**src/rtl/dpcr_pkg.sv**
```systemverilog
`timescale 1ns / 1ps
`default_nettype none
// Shared types, codes and sizes of the disc pair collision resolver.
package dpcr_pkg;

  localparam int RADIUS_W   = 30;
  localparam int THRESH_W   = 17;
  localparam int CFG_W      = 30;
  localparam int FIFO_DEPTH = 4;

  localparam logic [RADIUS_W-1:0] RADIUS_RESET = 30'd4294967;
  localparam logic [THRESH_W-1:0] THRESH_RESET = 17'd65536;

  localparam logic [2:0] HEALTH_HEALTHY = 3'd0;
  localparam logic [2:0] HEALTH_ILL     = 3'd1;
  localparam logic [2:0] HEALTH_GONE    = 3'd4;

  typedef enum logic [0:0] {
    REG_DISC_RADIUS      = 1'b0,
    REG_SPREAD_THRESHOLD = 1'b1
  } cfg_reg_t;

  typedef struct packed {
    logic signed [31:0] first_pos_x;
    logic signed [31:0] first_pos_y;
    logic signed [31:0] first_vel_x;
    logic signed [31:0] first_vel_y;
    logic [2:0]         first_health;
    logic signed [31:0] second_pos_x;
    logic signed [31:0] second_pos_y;
    logic signed [31:0] second_vel_x;
    logic signed [31:0] second_vel_y;
    logic [2:0]         second_health;
    logic [15:0]        chance_draw;
  } req_t;

  typedef struct packed {
    logic               in_contact;
    logic signed [31:0] new_first_pos_x;
    logic signed [31:0] new_first_pos_y;
    logic signed [31:0] new_first_vel_x;
    logic signed [31:0] new_first_vel_y;
    logic [2:0]         new_first_health;
    logic signed [31:0] new_second_pos_x;
    logic signed [31:0] new_second_pos_y;
    logic signed [31:0] new_second_vel_x;
    logic signed [31:0] new_second_vel_y;
    logic [2:0]         new_second_health;
  } rsp_t;

  // A classified request as handed from the front end to the back end.
  typedef struct packed {
    req_t        req;
    logic        contact;
    logic [61:0] d2;
    logic [30:0] adx;
    logic [30:0] ady;
    logic        dxn;
    logic        dyn;
  } fr_item_t;

endpackage
`default_nettype wire

```
**src/rtl/dpcr_fifo.sv**
```systemverilog
`timescale 1ns / 1ps
`default_nettype none
// Short queue of classified requests between the front and back ends.
module dpcr_fifo (
  input  wire logic                clk,
  input  wire logic                rst,
  input  wire logic                push_valid,
  output logic                     push_ready,
  input  wire dpcr_pkg::fr_item_t  push_item,
  output logic                     pop_valid,
  input  wire logic                pop_ready,
  output dpcr_pkg::fr_item_t       pop_item
);
  import dpcr_pkg::*;

  localparam int PTR_W = $clog2(FIFO_DEPTH);

  fr_item_t         mem [0:FIFO_DEPTH-1];
  logic [PTR_W-1:0] wr_ptr, rd_ptr;
  logic [PTR_W:0]   count;
  logic             push, pop;

  assign push_ready = (count != (PTR_W+1)'(FIFO_DEPTH));
  assign pop_valid  = (count != '0);
  assign push = push_valid && push_ready;
  assign pop  = pop_valid && pop_ready;
  assign pop_item = mem[rd_ptr];

  always_ff @(posedge clk) begin
    if (rst) begin
      wr_ptr <= '0;
      rd_ptr <= '0;
      count  <= '0;
    end else begin
      if (push) wr_ptr <= wr_ptr + 1'b1;
      if (pop) rd_ptr <= rd_ptr + 1'b1;
      count <= count + (PTR_W+1)'(push) - (PTR_W+1)'(pop);
    end
  end

  always_ff @(posedge clk) begin
    if (push) mem[wr_ptr] <= push_item;
  end

endmodule
`default_nettype wire

```
**config.mk**
```make
export PLATFORM = sky130hd
export DESIGN_NAME = dpcr_fifo
export DESIGN_NICKNAME = d
export VERILOG_FILES = /design/src/rtl/dpcr_pkg.sv /design/src/rtl/dpcr_fifo.sv
export SDC_FILE = /design/constraint.sdc
export NUM_CORES = 1
export LEC_CHECK = 0
export BUFFER_PORTS_ARGS = -buffer_cell sky130_fd_sc_hd__buf_2
export CORE_ASPECT_RATIO = 1.4
export CORE_MARGIN = 8
export CORE_UTILIZATION = 50
export DETAILED_ROUTE_END_ITERATION = 8
export PLACE_DENSITY = 0.75
export SLEW_MARGIN = 10
export SYNTH_ARGS = -nofsm -noshare
export SYNTH_HDL_FRONTEND = slang
export SYNTH_SLANG_ARGS = --single-unit
```
**constraint.sdc**
```tcl
create_clock -name clk -period 13.73 [get_ports clk]
set_clock_uncertainty 0.2 [all_clocks]
set_input_delay 2.0595 -clock clk [delete_from_list [all_inputs] [get_ports clk]]
set_output_delay 2.0595 -clock clk [all_outputs]
set_load 0.005 [all_outputs]
```
-- Word-level counts from Yosys, hierarchy flattened
Memories as Yosys holds them, arrays and structs flattened. A register that Yosys moved wholly into a read port is not among the register bits.
Index checks and enable logic that the tools add are counted.
- bits in registers: 7
- latch bits: 0
- RAM bits: 1620
- ROM bits: 0
- input port bits: 409
- output and inout port bits: 407
- logic and storage cells: 16
- memories: 1
- add/sub/neg operators: 4
- multipliers: 0
- divide/modulo/power cells: 0
- $lt $le $gt $ge: 0
- equal/unequal tests: 1
- shift operators: 0
- muxes and demuxes: 4
- bitwise operators: 0
- reductions and logical operators: 3
- memory list (name ; depth ; bits a word ; read ports ; clocked after memory_dff ; write ports ; line ; source):
    mem ; 4 ; 405 ; 1 ; 1 ; 1 ; dpcr_fifo.sv:18 ; fr_item_t mem [0:FIFO_DEPTH-1];
- operators with widths (operator ; count):
    2-bit by 1-bit adder with 2-bit output, second input constant ; 2
    2-bit 2-to-1 mux ; 2
    3-bit by 1-bit adder with 3-bit output ; 1
    3-bit inequality test, second input constant ; 1
    3-bit nonzero test ; 1
    3-bit by 1-bit subtractor with 3-bit output ; 1
    1-bit logical AND ; 2
    1-bit 2-to-1 mux ; 2

-- Logic depth before layout (Yosys ltp)
Gate-level depths: netlist of the first run.
- word-level depth: 4
- depth in mapped cells: 11
- gate-level depth less buffers: 11

-- Worst setup path before layout of the first run
Ideal clock, no wire load.
- path kind: input port to flip-flop
- from: in push_valid
- to: mem mem[0][0] (netlist name), enable pin
- library setup time: 821 ps
- arrival time: 11608 ps
- data required time: 12709 ps
- setup slack: 1102 ps
- cell stages on the path: 2
- buffers on the path: 0
- cell sequence: a21boi_1 > and2_1
- cells in the longest elaborated chain, start to end: 3
- ends and longest elaborated chain (item ; line ; source):
    from (decl) ; dpcr_fifo.sv:7 ; input wire logic push_valid,
    1-bit logical AND ; dpcr_fifo.sv:25 ; assign push = push_valid && push_ready;
    1-bit 2-to-1 mux ; dpcr_fifo.sv:42 ; if (push) mem[wr_ptr] <= push_item;
    1-bit 2-to-1 mux (implied by the code) ; dpcr_fifo.sv:42 ;
    to (decl) ; dpcr_fifo.sv:18 ;
No other way between the ends.

==> results of run 1 <==
[cell usage in the layout (no fill, tap or decap), drive strengths merged]
cell type and n:
edfxtp 1620, buf 843, nand2b 2, nand2 1
xnor2 1, nor3 1, nor2 8, mux4 405
nor2b 1, and2 5, a21boi 1, o311ai 1
xor2 2, clkinvlp 2, diode 50, clkinv 61
ha 6, dfxtp 9, or3 1, clkbuf 185
mux2i 1, inv 15, fa 1, o31a 1
mux2 1, bufinv 13
[critical path, cell delays in order, from the launching register on]
cell and delay (ps):
dfxtp_4 890, buf_4 930, buf_4 780, mux4_2 460, buf_2 160
[registers in the layout, summed over array words and instances, names as in the netlist, named ones only]
name / cells
mem: 1620
count: 3
wr_ptr: 2
rd_ptr: 2
[layout make-up]
class,count,share of cell area
clock buffer,185,0.0568
clock inverter,86,0.0133
multi-input combinational,439,0.135
timing repair buffer,843,0.0631
antenna,50,0.00180
tap,1510,0.0272
sequential,1629,0.702
inverter,5,0.000270
[path summary, 6_finish.rpt]
kind / slack (ps) / end / from
setup / recovery: 7260 / pop_item[237] / register
hold / removal: 320 / wr_ptr[1] / wr_ptr[1]
setup reg to reg: 9520 / mem[0][235] / count[1]
hold reg to reg: 320 / wr_ptr[1] / wr_ptr[1]
[routing by layer]
layer  vias to the layer above  part of all wire
met2                      1224              0.51
met3                       285             0.090
met5                         -            0.0018
met1                     14076              0.35
met4                        36             0.043
li1                      11320                 -
[stage by stage]
step / cells / util / setup WS [ps] / power (mW) / hold WS [ps]
2_1_floorplan: 2164 / - / 1100 / 8.26 / 282
3_3_place_gp: 4426 / 0.549 / 7940 / 9.19 / 301
3_5_place_dp: 4426 / 0.549 / 7860 / 9.23 / 318
4_1_cts: 4697 / 0.591 / 7110 / 13.3 / 330
5_1_grt: 4725 / 0.591 / 7010 / 13.6 / 352
6_report: 4747 / 0.592 / 7260 / 13.2 / 323
[power groups by stage]
stage	clock network [mW]	logic (mW)	registers, mW
floorplan	0	1.72	6.54
global placement	0	2.86	6.33
detailed placement	0	2.87	6.36
CTS	4.18	2.89	6.26
global route	4.35	2.99	6.30
finish	4.09	2.81	6.25
[kinds of logic after synthesis]
kind of cell / Yosys count
AND/OR/NAND/NOR: 19
multiplexers: 407
XOR/XNOR: 3
AO/OA/AOI/OAI: 3
buffers and inverters: 96
adder cells (fa/ha/maj): 7
flip-flops: 1629
==> results.yml, run 1 <==
global_route:
  grtUsageTotal: 0.199
  met3_usage: 0.0677
  busiest_layer: "met2"
  grt_pass1_wl_mm: 189
  grt_pass1_vias: 28333
  met2_usage: 0.335
  grt_max_degree: 149
  grt_antenna_before_repair: 76
  overflow: 0
  use_met1: 0.230
logic_synthesis:
  yosys.area_share.adder: 0.00161
  synth_compound_area_frac: 0.000425
  syn_nets: 2580
  synth_top_family_by_area: "multiplexers"
  synth-edff-count: 1620
  synth_flop_cell: "edfxtp_1"
  syn_inst: 2164
  synthDominantCellAreaShare: 0.826
  netlist_top_cells_count: "edfxtp_1 (1620), mux4_2 (405), buf_2 (41)"
  yosysMostFrequentCell: "edfxtp_1"
  synthSimpleGateAreaFrac: 0.00161
  yosys-top-cells-area: "edfxtp_1 (83%), mux4_2 (15%), buf_6 (0.75%)"
  async_flop_share: 0
  yosysTopAreaCell: "edfxtp_1"
  syn_avg_cell_area_sq_um: 27.2
  ys_seq_area_frac: 0.829
  synth_cell_types: 24
  synth-xor-area-share: 0.000446
  ys_ff_latch: 1629
  syn-cell-area_sq_um: 58900
  synthMuxAreaShare: 0.155
  ys_warn_count: 0
die:
  die_h_um: 422
  num_rows: 149
  die_area_sq_um: 129000
  fp.dieW_um: 306
  start_util: 0.502
  core_area_sq_um: 117000
  ios: 816
cells_and_area:
  syn_to_final_growth_pct: 18.0
  multi_input_area_sq_um: 9390
  fillers: 8035
  fin_nets: 3484
  fin_area_sq_um: 69500
  drive_gt1_frac: 0.461
  regArea_sq_um: 48800
detailed_routing:
  post_drt_wl_per_cell_um: 27.9
  vias: 26941
  ant_nets: 0
  drt_iter0_drc: 2037
  firstDrtPassIters: 7
  vias_per_cell: 5.68
  drc: 0
  drt-total-wl_mm: 133
power_and_ir_drop:
  netSwitchingFraction: 0.261
  ir_drop_uv: 146
  comb_power_share: 0.214
  p_int_mw: 9.72
  power_per_cell_area_nw_per_um2: 189
  clkPwrFrac: 0.311
  seqPwrFrac: 0.475
  power_switching_mw: 3.43
  leakagePower_nw: 22.9
clocking:
  cts_made_buffers: 150
  htree_levels: 4
  clockBufferDepth: 3
  postCtsResizedCells: 0
  cts_root_buf: "clkbuf_16"
  cts_tree: "done"
  ctsHoldBuffers: 0
  clock_sinks: 1629
  postCtsSetupBuffers: 0
  path_clk_slew_ps: 70
  clock_latency_ps: 760
placement:
  post-dp-hpwl_mm: 83.5
  dpl_cell_area_sq_um: 64500
  port_buffers: 815
  gp_congestion: 0.792
timing:
  slew_headroom: 0.184
  min_period_ps: 6470
  period_share: 0.471
  fin_setup_tns_ps: 0
  finalSetupViolations: 0
  max_freq_ghz: 0.155
  hold_viol: 0
  grt_setup_unrepaired: "no"
  maxSlewViolCount: 0
  tightest_slew_ps: 1220
hold_path:
  min_path_type: "reg -> reg"
  hold_depth: 2
worst_setup_path:
  crit_fanout: 75
  cp.arrival_ps: 4210
  cp-start-kind: "register"
  r2r_cells: 5
  cp-end-kind: "output pin"
  worstPathRequired_ps: 11470
  critPathKind: "reg -> out"
job:
  cap_violations: 0
status:
  status: "finished, final reports clean"
Power figures use the tool's default switching activity.
==> run 2: changes to the inputs <==
==> constraint.sdc (replaced) <==
create_clock -name clk -period 6 [get_ports clk]
set_clock_uncertainty 0.2 [all_clocks]
set_input_delay 0.9 -clock clk [delete_from_list [all_inputs] [get_ports clk]]
set_output_delay 0.9 -clock clk [all_outputs]
set_load 0.005 [all_outputs]
==> run 2 against run 1 <==
  * Clock power increased by 130%
  * Sequential power increased by 130%
  * Register-to-register slack got worse by 6600 ps
  * Hold slack got worse by 180 ps
  * Worst setup slack got worse by 5600 ps
  * Non-clock buffer count increased by 31
==> results.yml, run 2 (synthesized netlist as in run 1, its figures left out) <==
cells_and_area:
  fin_area_sq_um: 69900
  largest_register: "mem"
  reg_top3: "mem x1620, count x3"
  drive_gt1_frac: 0.466
  largest_register_ffs: 1620
  fin_nets: 3509
  mostFrequentLayoutCells: "edfxtp_1 (1620), buf_2 (815), mux4_2 (405)"
  post-route-util: 0.595
  syn_to_final_growth_pct: 18.6
  fillers: 7954
  layout_commonest_cell: "edfxtp_1"
  stdcell_count: 4774
detailed_routing:
  top_layer: "met5"
  vias: 27356
  drt-total-wl_mm: 135
  post_drt_wl_per_cell_um: 28.3
  drc: 0
  firstDrtPassIters: 5
  drt_iter0_drc: 2093
  vias_per_cell: 5.73
  ant_nets: 0
  wl_met3_mm: 11.3
  wl_met1_mm: 46.8
  wl_met2_mm: 71.0
clocking:
  clock_latency_ps: 760
  postCtsResizedCells: 0
  ctsHoldBuffers: 0
  cts_root_buf: "clkbuf_16"
  htree_levels: 4
  cts_tree: "done"
  clock_sinks: 1629
  cts_made_buffers: 144
  clockBufferDepth: 3
  postCtsSetupBuffers: 0
  path_clk_slew_ps: 70
die:
  num_rows: 149
  die_h_um: 422
  core_area_sq_um: 117000
  start_util: 0.502
  ios: 816
  fp.dieW_um: 306
  die_area_sq_um: 129000
worst_setup_path:
  worstReg2RegStart: "count[1]"
  critPathKind: "reg -> out"
  cp-start-kind: "register"
  r2r_slack_ps: 2890
  cp-end-kind: "output pin"
  worstPathRequired_ps: 4900
  worst_r2r_endpoint: "mem[2][244]"
  r2r_cells: 4
  crit_fanout: 41
  cp-endpoint: "pop_item[108]"
  cp.arrival_ps: 3240
placement:
  place_ws_ps: 2320
  dp.cells: 4457
  dpl_cell_area_sq_um: 65000
  port_buffers: 815
  gp_congestion: 0.803
  post-dp-hpwl_mm: 87.2
global_route:
  grt_max_degree: 123
  grt_pass1_wl_mm: 195
  grtUsageTotal: 0.205
  grt_pass1_vias: 28621
  grt_antenna_before_repair: 69
  overflow: 0
power_and_ir_drop:
  power_per_cell_area_nw_per_um2: 432
  leakagePower_nw: 23.1
  total_power_mw: 30.2
  ir_drop_uv: 324
timing:
  min_period_ps: 4340
  slew_headroom: 0.338
  finalSetupViolations: 0
  layout_setup_ws_ps: 1660
  max_freq_ghz: 0.230
  maxSlewViolCount: 0
  grt_setup_unrepaired: "no"
  fin_hold_ws_ps: 145
  period_share: 0.724
  hold_viol: 0
  fin_setup_tns_ps: 0
  tightest_slew_ps: 993
hold_path:
  min_path_type: "in -> reg"
job:
  cap_violations: 0
status:
  status: "finished, final reports clean"
## run 2: where the power goes
| part | internal (mW) | total [mW] | switching, mW | leakage, nW |
|---|---|---|---|---|
| clock network | 5.24 | 9.25 | 4.00 | 2.31 |
| logic | 3.12 | 6.62 | 3.50 | 5.87 |
| registers | 13.9 | 14.3 | 0.373 | 14.9 |
## run 2: worst min-delay path by stage
stage	startpoint	endpoint	cells past startpoint
final	push_item[100]	mem[1][100]	1
after CTS	push_item[154]	mem[1][154]	1
after global placement	rd_ptr[1]	register	2
after detailed placement	wr_ptr[1]	wr_ptr[1]	2
after floorplan	wr_ptr[1]	wr_ptr[1]	2
after global routing	push_item[346]	mem[3][346]	1
## run 2: cell type report
| type | instances | area, sq um | area share |
|---|---|---|---|
| diodes | 51 | 128 | 0.00183 |
| clock buffers | 168 | 3780 | 0.0541 |
| clock inverters | 98 | 983 | 0.0141 |
| inverters | 5 | 18.8 | 0.000269 |
| multi-input cells | 439 | 9390 | 0.134 |
| flip-flops and latches | 1629 | 48800 | 0.699 |
| well taps | 1510 | 1890 | 0.0270 |
| repair buffers | 874 | 4850 | 0.0694 |
## run 2: critical path, cell delays in order, from the launching register on
cell and delay [ps]:
dfxtp_4 970, buf_4 640, mux4_2 590, buf_2 170
## run 2: layer usage
| layer | track usage | up-vias |
|---|---|---|
| met5 | 0 | - |
| met4 | 0.0963 | 24 |
| met3 | 0.0578 | 300 |
| met2 | 0.354 | 1236 |
| met1 | 0.236 | 14419 |
| li1 | - | 11377 |
==> run 3: changes to the inputs <==
==> constraint.sdc (replaced) <==
create_clock -name clk -period 4.2 [get_ports clk]
set_clock_uncertainty 0.2 [all_clocks]
set_input_delay 0.63 -clock clk [delete_from_list [all_inputs] [get_ports clk]]
set_output_delay 0.63 -clock clk [all_outputs]
set_load 0.005 [all_outputs]
==> run 3 against run 2 <==
  * Final cell count rose by 8.4%
  * Core utilization is 3.6 points higher
  * Total power rose by 46%
  * Combinational power increased by 53%
  * Critical path type unchanged
  * Critical endpoint is now pop_item[363]
==> results.yml, run 3 (synthesized netlist as in run 1, its figures left out) <==
cells_and_area:
  largest_register: "mem"
  drive_gt1_frac: 0.419
  mostFrequentLayoutCells: "edfxtp_1 (1620), buf_2 (815), dlygate4sd3_1 (406)"
  reg_top3: "mem x1620, count x3"
  fin_nets: 3941
  syn_to_final_growth_pct: 25.9
  fin_area_sq_um: 74200
  layout_commonest_cell: "edfxtp_1"
  largest_register_ffs: 1620
die:
  num_rows: 149
  die_h_um: 422
  start_util: 0.502
  core_area_sq_um: 117000
  ios: 816
  fp.dieW_um: 306
  die_area_sq_um: 129000
global_route:
  grtUsageTotal: 0.226
  grt_antenna_before_repair: 25
  grt_pass1_wl_mm: 216
  grt_pass1_vias: 31979
  grt_max_degree: 115
  overflow: 0
timing:
  tightest_slew_ps: 812
  finalSetupViolations: 0
  layout_setup_ws_ps: 394
  period_share: 0.906
  min_period_ps: 3810
  fin_setup_tns_ps: 0
  maxSlewViolCount: 0
  max_freq_ghz: 0.263
  grt_setup_unrepaired: "no"
  hold_viol: 0
  slew_headroom: 0.459
clocking:
  cts_root_buf: "clkbuf_16"
  clock_sinks: 1629
  cts_tree: "done"
  path_clk_slew_ps: 60
  ctsHoldBuffers: 406
  postCtsResizedCells: 0
  clockBufferDepth: 3
  clock_latency_ps: 750
  postCtsSetupBuffers: 0
  cts_made_buffers: 145
  htree_levels: 4
worst_setup_path:
  cp.arrival_ps: 2980
  worstPathRequired_ps: 3370
  critPathMaxStageDelay_ps: 730
  cp-end-kind: "output pin"
  critPathKind: "reg -> out"
  path_cells: "buf_4, mux4_2, buf_2"
  crit_fanout: 30
  r2r_slack_ps: 1590
  cp-start-kind: "register"
  worstReg2RegStart: "count[1]"
  slowest_stage: "dfxtp_4"
  r2r_cells: 5
placement:
  gp_congestion: 0.816
  dpl_cell_area_sq_um: 65300
  place_ws_ps: 1140
  port_buffers: 815
  post-dp-hpwl_mm: 88.4
hold_path:
  hold_depth: 4
  min_path_type: "in -> reg"
  hold_start: "pop_ready"
detailed_routing:
  post_drt_wl_per_cell_um: 29.0
  drc: 0
  firstDrtPassIters: 5
  drt-total-wl_mm: 150
  vias: 29827
  drt_iter0_drc: 2635
  ant_nets: 0
  vias_per_cell: 5.76
power_and_ir_drop:
  leakagePower_nw: 24.9
  ir_drop_uv: 521
  power_per_cell_area_nw_per_um2: 593
job:
  cap_violations: 0
status:
  status: "finished, final reports clean"
-- run 3: cell count changes in the layout (fill, tap and decap cells not counted), moves of 3 or more --
cell           change
dlygate4sd3_1    +406
clkinv_4           +3
clkinv_1          -12
buf_4             +16
buf_12             +9
clkbuf_1           +4
diode_2           -23
-- run 3: critical path, delay by kind of cell (launching register included) --
| kind | cells | cell delay (ps) |
|---|---|---|
| buffers and inverters | 2 | 800 |
| DFF | 1 | 730 |
| muxes | 1 | 660 |
-- run 3: path summary, 6_finish.rpt --
path	end
worst min-delay path	rd_ptr[1]
worst max register to register	mem[3][11]
worst max-delay path	pop_item[363]
worst min register to register	wr_ptr[1]
-- run 3: metal layers --
layer | part of all wire | GRT usage | up-vias
met1 | 0.34 | 0.263 | 15714
li1 | - | - | 12198
met5 | 0.00017 | 0 | -
met4 | 0.048 | 0.102 | 4
met3 | 0.081 | 0.0537 | 302
met2 | 0.53 | 0.398 | 1609
-- run 3: final cells by class --
type | instances | area [sq um]
clock buffers | 170 | 3740
clock inverters | 88 | 986
flip-flops and latches | 1629 | 48800
inverters | 5 | 18.8
repair buffers | 1305 | 9210
diodes | 28 | 70.1
multi-input cells | 439 | 9410
fillers | 7453 | 43300
well taps | 1510 | 1890
-- run 3: where the power goes --
group / internal [mW] / total, mW / switching (mW)
registers: 19.9 / 20.5 / 0.558
clock network: 7.48 / 13.4 / 5.89
logic: 4.78 / 10.1 / 5.36
total: 32.2 / 44.0 / 11.8
-- run 3: stage by stage --
| stage | instances | hold slack (ps) | total power [mW] | util |
|---|---|---|---|---|
| floorplan | 2164 | 282 | 26.3 | - |
| global placement | 4482 | 298 | 30.3 | 0.556 |
| detailed placement | 4482 | 310 | 30.5 | 0.556 |
| CTS | 5146 | 45.1 | 44.1 | 0.631 |
| global route | 5163 | 81.6 | 45.4 | 0.631 |
| finish | 5174 | 126 | 44.0 | 0.631 |
